<file path="src/design/lrfp_pkg.sv">
// ----------------------------------------------------------------------------
// lrfp_pkg
// Types, codes and helper functions shared by the realtime LED frame parser.
// ----------------------------------------------------------------------------
`default_nettype none

package lrfp_pkg;

  // Largest packet that is parsed; longer ones are consumed and rejected.
  localparam int MAX_PACKET_BYTES = 2048;
  localparam logic [17:0] DEFAULT_BLANK_MS = 18'd1000;
  localparam logic [7:0] TIMEOUT_NEVER = 8'd255;

  // Result queue geometry.
  localparam int FIFO_DEPTH = 4;
  localparam int PTR_W = $clog2(FIFO_DEPTH);
  localparam int LEVEL_W = $clog2(FIFO_DEPTH + 1);

  // Configuration register indexes.
  localparam logic CFG_LED_COUNT = 1'b0;
  localparam logic CFG_SEQ_MODE = 1'b1;

  // Protocol codes carried in byte 0.
  localparam logic [2:0] PROTO_NOTIFY = 3'd0;
  localparam logic [2:0] PROTO_INDEXED = 3'd1;
  localparam logic [2:0] PROTO_SEQ_RGB = 3'd2;
  localparam logic [2:0] PROTO_SEQ_RGBW = 3'd3;
  localparam logic [2:0] PROTO_OFFSET = 3'd4;
  localparam logic [2:0] PROTO_CLAMP = 3'd7;

  typedef enum logic [1:0] {
    RES_PIXEL  = 2'd0,
    RES_SHOW   = 2'd1,
    RES_REJECT = 2'd2,
    RES_BLANK  = 2'd3
  } res_type_t;

  typedef struct packed {
    res_type_t   rtype;
    logic [15:0] led_index;
    logic [7:0]  red;
    logic [7:0]  green;
    logic [7:0]  blue;
    logic [7:0]  white;
    logic        last;
  } result_t;

  // Results produced by one accepted item, oldest in r0.
  typedef struct packed {
    logic [1:0] count;
    result_t    r0;
    result_t    r1;
  } push_t;

  // Remainder by three of a 12-bit value: base-4 digits sum to the same residue.
  function automatic logic [1:0] mod3_12(input logic [11:0] v);
    logic [4:0] s1;
    logic [2:0] s2;
    logic [2:0] s3;
    s1 = 5'(v[1:0]) + 5'(v[3:2]) + 5'(v[5:4]) + 5'(v[7:6]) + 5'(v[9:8]) + 5'(v[11:10]);
    s2 = 3'(s1[1:0]) + 3'(s1[3:2]) + 3'(s1[4]);
    s3 = 3'(s2[1:0]) + 3'(s2[2]);
    if (s3 >= 3'd3) begin
      s3 = s3 - 3'd3;
    end
    return s3[1:0];
  endfunction

  function automatic logic length_ok(input logic [2:0] code, input logic [11:0] len);
    logic [11:0] s;
    logic        ok;
    s = len - 12'd2;
    ok = 1'b0;
    if (len >= 12'd2 && {1'b0, len} <= 13'(MAX_PACKET_BYTES)) begin
      case (code)
        PROTO_NOTIFY:   ok = (s == 12'd0);
        PROTO_INDEXED:  ok = (s[1:0] == 2'd0);
        PROTO_SEQ_RGB:  ok = (mod3_12(s) == 2'd0);
        PROTO_SEQ_RGBW: ok = (s[1:0] == 2'd0);
        // At least the two index bytes, then whole RGB triples.
        PROTO_OFFSET:   ok = (mod3_12(s) == 2'd2);
        default:        ok = 1'b0;
      endcase
    end
    return ok;
  endfunction

endpackage

`default_nettype wire

</file>
<file path="src/design/lrfp_parser.sv">
// ----------------------------------------------------------------------------
// lrfp_parser
// Frame state, configuration registers and the single-pass decode of one item.
// ----------------------------------------------------------------------------
`default_nettype none

module lrfp_parser import lrfp_pkg::*; (
  input  wire logic        clk,
  input  wire logic        rst,
  input  wire logic        accept,
  input  wire logic        kind,
  input  wire logic [7:0]  data_byte,
  input  wire logic [11:0] packet_length,
  input  wire logic        cfg_we,
  input  wire logic        cfg_index,
  input  wire logic [15:0] cfg_data,
  output push_t            push
);

  logic [15:0] led_count;
  logic        seq_mode;

  logic [11:0] byte_position, byte_position_next;
  logic [11:0] frame_length, frame_length_next;
  logic [2:0]  protocol_code, protocol_code_next;
  logic [7:0]  timeout_code, timeout_code_next;
  logic        frame_good, frame_good_next;
  logic [15:0] pixel_index, pixel_index_next;
  logic [1:0]  channel_phase, channel_phase_next;
  logic [23:0] staged_channels, staged_channels_next;
  logic [17:0] blank_countdown, blank_countdown_next;
  logic        blank_disabled, blank_disabled_next;

  logic        pix_valid;
  result_t     pix;
  logic        fin_valid;
  result_t     fin;
  logic        blank_valid;
  logic [11:0] len;
  logic [2:0]  code;
  logic [11:0] pos_inc;
  logic        group_last;
  logic        wide_group;

  always_comb begin
    byte_position_next   = byte_position;
    frame_length_next    = frame_length;
    protocol_code_next   = protocol_code;
    timeout_code_next    = timeout_code;
    frame_good_next      = frame_good;
    pixel_index_next     = pixel_index;
    channel_phase_next   = channel_phase;
    staged_channels_next = staged_channels;
    blank_countdown_next = blank_countdown;
    blank_disabled_next  = blank_disabled;
    pix_valid   = 1'b0;
    pix         = '0;
    fin_valid   = 1'b0;
    fin         = '0;
    blank_valid = 1'b0;
    len         = (packet_length == 12'd0) ? 12'd1 : packet_length;
    code        = (data_byte > 8'd7) ? PROTO_CLAMP : data_byte[2:0];
    pos_inc     = byte_position + 12'd1;
    wide_group  = (protocol_code == PROTO_INDEXED) || (protocol_code == PROTO_SEQ_RGBW);
    group_last  = wide_group ? (channel_phase == 2'd3) : (channel_phase == 2'd2);

    if (kind) begin
      if (!blank_disabled) begin
        if (blank_countdown == 18'd0) begin
          blank_valid          = 1'b1;
          blank_countdown_next = DEFAULT_BLANK_MS;
        end else begin
          blank_countdown_next = blank_countdown - 18'd1;
        end
      end
    end else begin
      if (byte_position == 12'd0) begin
        if (code == PROTO_NOTIFY && seq_mode) begin
          code = PROTO_SEQ_RGB;
        end
        frame_length_next    = len;
        protocol_code_next   = code;
        frame_good_next      = length_ok(code, len);
        pixel_index_next     = '0;
        channel_phase_next   = '0;
        staged_channels_next = '0;
      end else if (byte_position == 12'd1) begin
        timeout_code_next = data_byte;
      end else if (frame_good) begin
        if (protocol_code == PROTO_OFFSET && byte_position == 12'd2) begin
          pixel_index_next = {data_byte, 8'd0};
        end else if (protocol_code == PROTO_OFFSET && byte_position == 12'd3) begin
          pixel_index_next = {pixel_index[15:8], data_byte};
        end else if (!group_last) begin
          staged_channels_next = {staged_channels[15:0], data_byte};
          channel_phase_next   = channel_phase + 2'd1;
        end else begin
          channel_phase_next   = '0;
          staged_channels_next = '0;
          pix.rtype = RES_PIXEL;
          if (protocol_code == PROTO_INDEXED) begin
            pix.led_index = {8'd0, staged_channels[23:16]};
            pix.red       = staged_channels[15:8];
            pix.green     = staged_channels[7:0];
            pix.blue      = data_byte;
          end else if (protocol_code == PROTO_SEQ_RGBW) begin
            pix.led_index    = pixel_index;
            pix.red          = staged_channels[23:16];
            pix.green        = staged_channels[15:8];
            pix.blue         = staged_channels[7:0];
            pix.white        = data_byte;
            pixel_index_next = pixel_index + 16'd1;
          end else begin
            pix.led_index    = pixel_index;
            pix.red          = staged_channels[15:8];
            pix.green        = staged_channels[7:0];
            pix.blue         = data_byte;
            pixel_index_next = pixel_index + 16'd1;
          end
          pix_valid = (pix.led_index < led_count);
        end
      end

      if (pos_inc >= frame_length_next) begin
        fin_valid = 1'b1;
        fin.rtype = frame_good_next ? RES_SHOW : RES_REJECT;
        fin.last  = 1'b1;
        if (frame_good_next) begin
          if (timeout_code_next == TIMEOUT_NEVER) begin
            blank_disabled_next = 1'b1;
          end else begin
            blank_disabled_next  = 1'b0;
            blank_countdown_next = (timeout_code_next == 8'd0) ? DEFAULT_BLANK_MS
                                 : {10'd0, timeout_code_next} * DEFAULT_BLANK_MS;
          end
        end
        byte_position_next = '0;
      end else begin
        byte_position_next = pos_inc;
      end
    end

    push = '0;
    if (blank_valid) begin
      push.count    = 2'd1;
      push.r0.rtype = RES_BLANK;
      push.r0.last  = 1'b1;
    end else if (pix_valid && fin_valid) begin
      push.count = 2'd2;
      push.r0    = pix;
      push.r1    = fin;
    end else if (pix_valid) begin
      push.count   = 2'd1;
      push.r0      = pix;
      push.r0.last = 1'b1;
    end else if (fin_valid) begin
      push.count = 2'd1;
      push.r0    = fin;
    end
  end

  always_ff @(posedge clk) begin
    if (rst) begin
      led_count       <= '0;
      seq_mode        <= 1'b0;
      byte_position   <= '0;
      frame_length    <= '0;
      protocol_code   <= '0;
      timeout_code    <= '0;
      frame_good      <= 1'b0;
      pixel_index     <= '0;
      channel_phase   <= '0;
      staged_channels <= '0;
      blank_countdown <= '0;
      blank_disabled  <= 1'b0;
    end else begin
      if (cfg_we) begin
        case (cfg_index)
          CFG_LED_COUNT: led_count <= cfg_data;
          CFG_SEQ_MODE:  seq_mode <= cfg_data[0];
          default:       led_count <= led_count;
        endcase
      end
      if (accept) begin
        byte_position   <= byte_position_next;
        frame_length    <= frame_length_next;
        protocol_code   <= protocol_code_next;
        timeout_code    <= timeout_code_next;
        frame_good      <= frame_good_next;
        pixel_index     <= pixel_index_next;
        channel_phase   <= channel_phase_next;
        staged_channels <= staged_channels_next;
        blank_countdown <= blank_countdown_next;
        blank_disabled  <= blank_disabled_next;
      end
    end
  end

endmodule

`default_nettype wire

</file>
<file path="src/design/lrfp_result_fifo.sv">
// ----------------------------------------------------------------------------
// lrfp_result_fifo
// Small result queue: takes up to two results a cycle, hands out one.
// ----------------------------------------------------------------------------
`default_nettype none

module lrfp_result_fifo import lrfp_pkg::*; (
  input  wire logic          clk,
  input  wire logic          rst,
  input  wire logic          wr_en,
  input  wire push_t         push,
  input  wire logic          rd_en,
  output result_t            head,
  output logic [LEVEL_W-1:0] level
);

  result_t            mem [FIFO_DEPTH];
  logic [PTR_W-1:0]   wr_ptr;
  logic [PTR_W-1:0]   rd_ptr;
  logic [LEVEL_W-1:0] add_n;
  logic [LEVEL_W-1:0] sub_n;

  assign add_n = wr_en ? LEVEL_W'(push.count) : '0;
  assign sub_n = rd_en ? LEVEL_W'(1) : '0;
  assign head  = mem[rd_ptr];

  always_ff @(posedge clk) begin
    if (wr_en && push.count != 2'd0) begin
      mem[wr_ptr] <= push.r0;
    end
    if (wr_en && push.count == 2'd2) begin
      mem[wr_ptr + PTR_W'(1)] <= push.r1;
    end
  end

  always_ff @(posedge clk) begin
    if (rst) begin
      wr_ptr <= '0;
      rd_ptr <= '0;
      level  <= '0;
    end else begin
      wr_ptr <= wr_ptr + PTR_W'(add_n);
      rd_ptr <= rd_ptr + PTR_W'(sub_n);
      level  <= level + add_n - sub_n;
    end
  end

endmodule

`default_nettype wire

</file>
<file path="src/design/led_realtime_frame_parser.sv">
// ----------------------------------------------------------------------------
// led_realtime_frame_parser
// Realtime LED frame parser with a blank-on-timeout countdown.
// ----------------------------------------------------------------------------
// Usage:
// The slave stream carries one item per transfer: tuser 0 is a packet byte,
// tuser 1 a one-millisecond tick. The packet length rides with byte 0 of each
// packet. The master stream carries results: pixel writes, frame shown, frame
// rejected, and blank all; tlast marks the final result caused by one item.
// Users must write the LED count and mode bit over the configuration port
// only while idle; the block does not enforce it. Each accepted item is
// decoded in the cycle it is accepted, against the frame state registers,
// and its results, up to two, are written to a four-entry result queue.
// Input takes one item per cycle while the queue has room for two results;
// the output drains one result per cycle while the receiver is ready, so an
// item that ends a frame with a pixel write adds two results to the queue.
// When the receiver stalls, the queue fills and tready drops until it drains.
// Reset (synchronous, active high) clears the queue, the frame state and both
// configuration registers; tready and tvalid stay low during reset.
// ----------------------------------------------------------------------------
`default_nettype none

module led_realtime_frame_parser import lrfp_pkg::*; (
  input  wire logic        clk,
  input  wire logic        rst,
  input  wire logic        s_axis_tvalid,
  output logic             s_axis_tready,
  input  wire logic [23:0] s_axis_tdata,  // data_byte[7:0], packet_length[19:8]
  input  wire logic [0:0]  s_axis_tuser,  // kind[0]
  output logic             m_axis_tvalid,
  input  wire logic        m_axis_tready,
  output logic [47:0]      m_axis_tdata,  // led_index, red, green, blue, white
  output logic [1:0]       m_axis_tuser,  // result_type[1:0]
  output logic             m_axis_tlast,
  input  wire logic        cfg_we,
  input  wire logic        cfg_index,
  input  wire logic [15:0] cfg_data
);

  push_t              push;
  result_t            head;
  logic [LEVEL_W-1:0] level;
  logic               in_accept;
  logic               out_accept;

  assign s_axis_tready = !rst && (level <= LEVEL_W'(FIFO_DEPTH - 2));
  assign m_axis_tvalid = !rst && (level != '0);
  assign in_accept     = s_axis_tvalid && s_axis_tready;
  assign out_accept    = m_axis_tvalid && m_axis_tready;

  lrfp_parser u_parser (
    .clk           (clk),
    .rst           (rst),
    .accept        (in_accept),
    .kind          (s_axis_tuser[0]),
    .data_byte     (s_axis_tdata[7:0]),
    .packet_length (s_axis_tdata[19:8]),
    .cfg_we        (cfg_we),
    .cfg_index     (cfg_index),
    .cfg_data      (cfg_data),
    .push          (push)
  );

  lrfp_result_fifo u_fifo (
    .clk   (clk),
    .rst   (rst),
    .wr_en (in_accept),
    .push  (push),
    .rd_en (out_accept),
    .head  (head),
    .level (level)
  );

  assign m_axis_tdata = {head.white, head.blue, head.green, head.red, head.led_index};
  assign m_axis_tuser = head.rtype;
  assign m_axis_tlast = head.last;

`ifndef SYNTHESIS
  a_level_bound: assert property (@(posedge clk) disable iff (rst)
    level <= LEVEL_W'(FIFO_DEPTH))
    else $error("result queue overfilled");

  a_level_hold: assert property (@(posedge clk) disable iff (rst)
    !in_accept && !out_accept |=> level == $past(level))
    else $error("result queue level moved without a transfer");

  a_pair_order: assert property (@(posedge clk) disable iff (rst)
    in_accept && push.count == 2'd2 |->
      push.r0.rtype == RES_PIXEL && !push.r0.last && push.r1.last)
    else $error("two results from one item are not pixel write then frame end");
`endif

endmodule

`default_nettype wire

</file>
<file path="config.mk">
export PLATFORM = sky130hd
export DESIGN_NAME = led_realtime_frame_parser
export DESIGN_NICKNAME = d
export VERILOG_FILES = /design/src/design/lrfp_pkg.sv /design/src/design/lrfp_parser.sv /design/src/design/lrfp_result_fifo.sv /design/src/design/led_realtime_frame_parser.sv
export SDC_FILE = /design/constraint.sdc
export NUM_CORES = 1
export LEC_CHECK = 0
export BUFFER_PORTS_ARGS = -buffer_cell sky130_fd_sc_hd__buf_2
export CORE_MARGIN = 1
export CORE_UTILIZATION = 30
export CTS_CLUSTER_SIZE = 30
export DETAILED_ROUTE_END_ITERATION = 10
export MAX_ROUTING_LAYER = met4
export PLACE_DENSITY = 0.54
export SLEW_MARGIN = 5
export SYNTH_ARGS = -nofsm -noshare
export SYNTH_HDL_FRONTEND = slang
export SYNTH_HIERARCHICAL = 1
export SYNTH_SLANG_ARGS = --single-unit
</file>
<file path="constraint.sdc">
create_clock -name clk -period 10.25 [get_ports clk]
set_input_delay 1.5375 -clock clk [delete_from_list [all_inputs] [get_ports clk]]
set_output_delay 1.5375 -clock clk [all_outputs]
set_load 0.05 [all_outputs]
</file>
==> metrics.txt <==
via/cell ratio=5.09; CTS Hold Bufs=0; relative slew slack=0.217; Global Route Usage Sum=0.158; final worst-path cycle share=0.801; Worst VDD drop=121 µV; Synth async-reset ratio=0; #FFs+latches synth=325; Ys Warns=6; Final Hold Fails=0; global-route wire length before repair=81.5 mm; DIE AREA=0.0681 mm²; worst slew pin tran=1170 ps; initial antenna violation count=6; Root Driver=clkbuf_16; failing checks=DRC; Mapped Avg Cell Area=11.2 µm²; Initial DRT Pass Iterations=8; Post-synth EDFFs=204; Leak=8.90 nW; largest net degree at the start of global routing=102; sequential fraction of the synthesis area=0.425; post-route cell area=0.0225 mm²; antenna-violating nets left=0; vias in the first global route=14100; Placed Area=0.0212 mm²; Post-Syn Instances=1797; FP Rows=94; Area growth syn-to-layout=11.8%; fin crit period=8210 ps; WP data required=10630 ps; Die W=261 µm; Clock Sinks=325; crit start category=primary input; Max FO, Critical Path=11; Skew-Pair Late Insertion Delay=580 ps; final hold slack=451 ps; crit path kind=in -> reg; die span in y=261 µm; register-to-register path setup slack=3400 ps; Max Buffers Root-to-Sink=3; core area=0.0661 mm²; ys flop type=edfxtp_1; vias after detailed routing=14000; gpl congestion=0.847; ratio of cells with drive above 1 in the final layout=0.248; pwr/cell area=174 mW/mm²; clock skew=33.9 ps; Final nets=2010; WL per Instance=19.0 µm; TritonCTS clock tree=yes; post_cts resized=0; Overflow after GRT=0; DP HPWL=34.6 mm; Port Buffers=95; routed wire length=52.2 mm; Num CTS Buffers=39; initial DRC count=1003; status=complete, but fails checks; I/O pins=100; htree depth=2; Post-CTS Repair Setup Buffers=0; Yosys cell types=80; DR DRC count=12; Max-Cap Viols=0; Post-Route Setup TNS=0 ps; Initial Util=0.304; critical path arrival=8590 ps; setup violators final=0; max-slew violations=0; total chip power=3.92 mW; final cell utilization of the core=0.340; Worst-path clk slew=60 ps; Mapped Area=0.0201 mm²; CP Capture Type=flip-flop; worst min path class=reg -> reg; RSZ-0062 raised after global routing=no; f_max=122 MHz
worst paths after layout:
check	start	to	cells after the start
max reg2reg	u_parser/byte_position[8]	u_parser/blank_countdown[17]	20
min	u_parser/frame_length[2]	u_parser/frame_length[2]	2
max	s_axis_tdata[9]	u_parser/blank_countdown[9]	28
min reg2reg	u_parser/frame_length[2]	u_parser/frame_length[2]	2
routing by layer:
metal | global-route usage | vias up | share of wire
li1 | - | 6602 | -
met1 | 0.202 | 6927 | 0.45
met2 | 0.259 | 338 | 0.48
met4 | 0.0508 | 0 | 0.026
met3 | 0.0201 | 86 | 0.041
met5 | - | - | 0
cells in the mapped netlist (11+ instances only):
library cell,number,area [µm²]
buf_4,49,368
nand2b_1,11,68.8
a22oi_1,32,240
nand3_1,16,80.1
nand3b_1,13,97.6
xor2_1,30,263
clkbuf_1,56,210
a21o_1,11,82.6
mux2i_1,22,220
buf_2,35,175
o21ai_0,46,230
mux2_4,50,751
dfxtp_1,121,2420
a21oi_1,101,505
nor3_1,31,155
edfxtp_1,204,6130
ha_1,88,1100
a211oi_1,16,120
fa_1,31,621
and2_1,20,125
and3_1,14,87.6
mux4_2,51,1150
nor2b_1,27,169
inv_1,80,300
mux2_2,163,1840
nand2_1,184,691
nand4_1,12,75.1
xnor2_1,20,175
nor2_1,122,458
through the flow:
stage | std cells | setup slack, ps
detailed placement | 2667 | 1650
global placement | 2667 | 1720
finish | 2741 | 2040
floorplan | 1844 | 2620
global route | 2740 | 1570
CTS | 2739 | 2210
power breakdown:
group | total (mW) | internal, mW | switching [mW] | leakage (nW)
logic | 1.04 | 0.390 | 0.652 | 5.27
registers | 1.46 | 1.42 | 0.0396 | 2.98
clock network | 1.41 | 0.831 | 0.580 | 0.648
state kept, by name, summed over array words and instances (netlist names):
signal	flops
u_fifo/mem	204
u_parser/staged_channels	24
u_parser/blank_countdown	18
u_parser/led_count	16
u_parser/pixel_index	16
u_parser/byte_position	12
u_parser/frame_length	12
u_parser/timeout_code	8
u_fifo/level	3
u_parser/protocol_code	3
u_fifo/rd_ptr	2
u_fifo/wr_ptr	2
u_parser/channel_phase	2
u_parser/blank_disabled	1
u_parser/frame_good	1
u_parser/seq_mode	1
layout make-up:
cell class / instances / area [µm²]
Antenna cell: 2 / 5.00
Clock buffer: 58 / 1140
Clock inverter: 14 / 180
Fill cell: 6651 / 43600
Inverter: 80 / 300
Multi-Input combinational cell: 1288 / 10600
Sequential cell: 325 / 8560
Tap cell: 864 / 1080
Timing Repair Buffer: 110 / 591
worst max-delay path, cell delays in order:
cell      delay (ps)
buf_2            160
nor3_1           420
nand3_1          190
nor3_1           170
nor2_1           110
inv_1            100
fa_1             420
xor2_1           180
ha_1             330
xor2_1           180
ha_1             300
ha_1             160
inv_1             50
fa_1             390
nor2b_1          130
o21ai_0          110
fa_1             370
inv_1             70
fa_1             410
ha_1             340
ha_1             300
o31ai_1          280
nand3b_1         110
a21o_1           200
a41oi_2          280
nand4_1          580
o21ai_0          550
a221oi_1         130
kinds of logic (layout without fill, tap and decap cells):
| family | Yosys count | after routing | synth area share |
|---|---|---|---|
| compound gates | 285 | 285 | 0.0932 |
| xor+xnor | 50 | 50 | 0.0218 |
| fa+ha+maj | 119 | 119 | 0.0856 |
| buf+inv | 231 | 262 | 0.0578 |
| flops | 325 | 325 | 0.425 |
| mux | 286 | 286 | 0.197 |
| other cells | 1 | 50 | 0.000186 |
| simple gates | 500 | 500 | 0.120 |
cells in the final DEF, fill, tap and decap left out, types with 6 or more instances in the layout:
cell type,n
nor2_1,117
dfxtp_1,119
a21oi_1,101
and2_1,19
nand4_1,12
mux2_2,163
clkbuf_8,9
mux2i_1,22
a22oi_1,32
xor2_1,30
nand3b_1,13
inv_1,80
nand2b_1,11
o21ai_0,46
clkbuf_1,10
xnor2_1,20
mux2_4,50
a21o_1,11
buf_4,16
o2111ai_1,9
and3_1,14
buf_2,94
a211oi_1,16
nor4_1,10
nor2b_1,26
ha_1,88
mux4_2,51
nand2_1,184
fa_1,31
o22ai_1,6
edfxtp_1,204
nor3b_1,9
conb_1,48
nand3_1,16
o31ai_1,8
nor3_1,30
clkbuf_16,39
(Power assumes the default switching activity.)
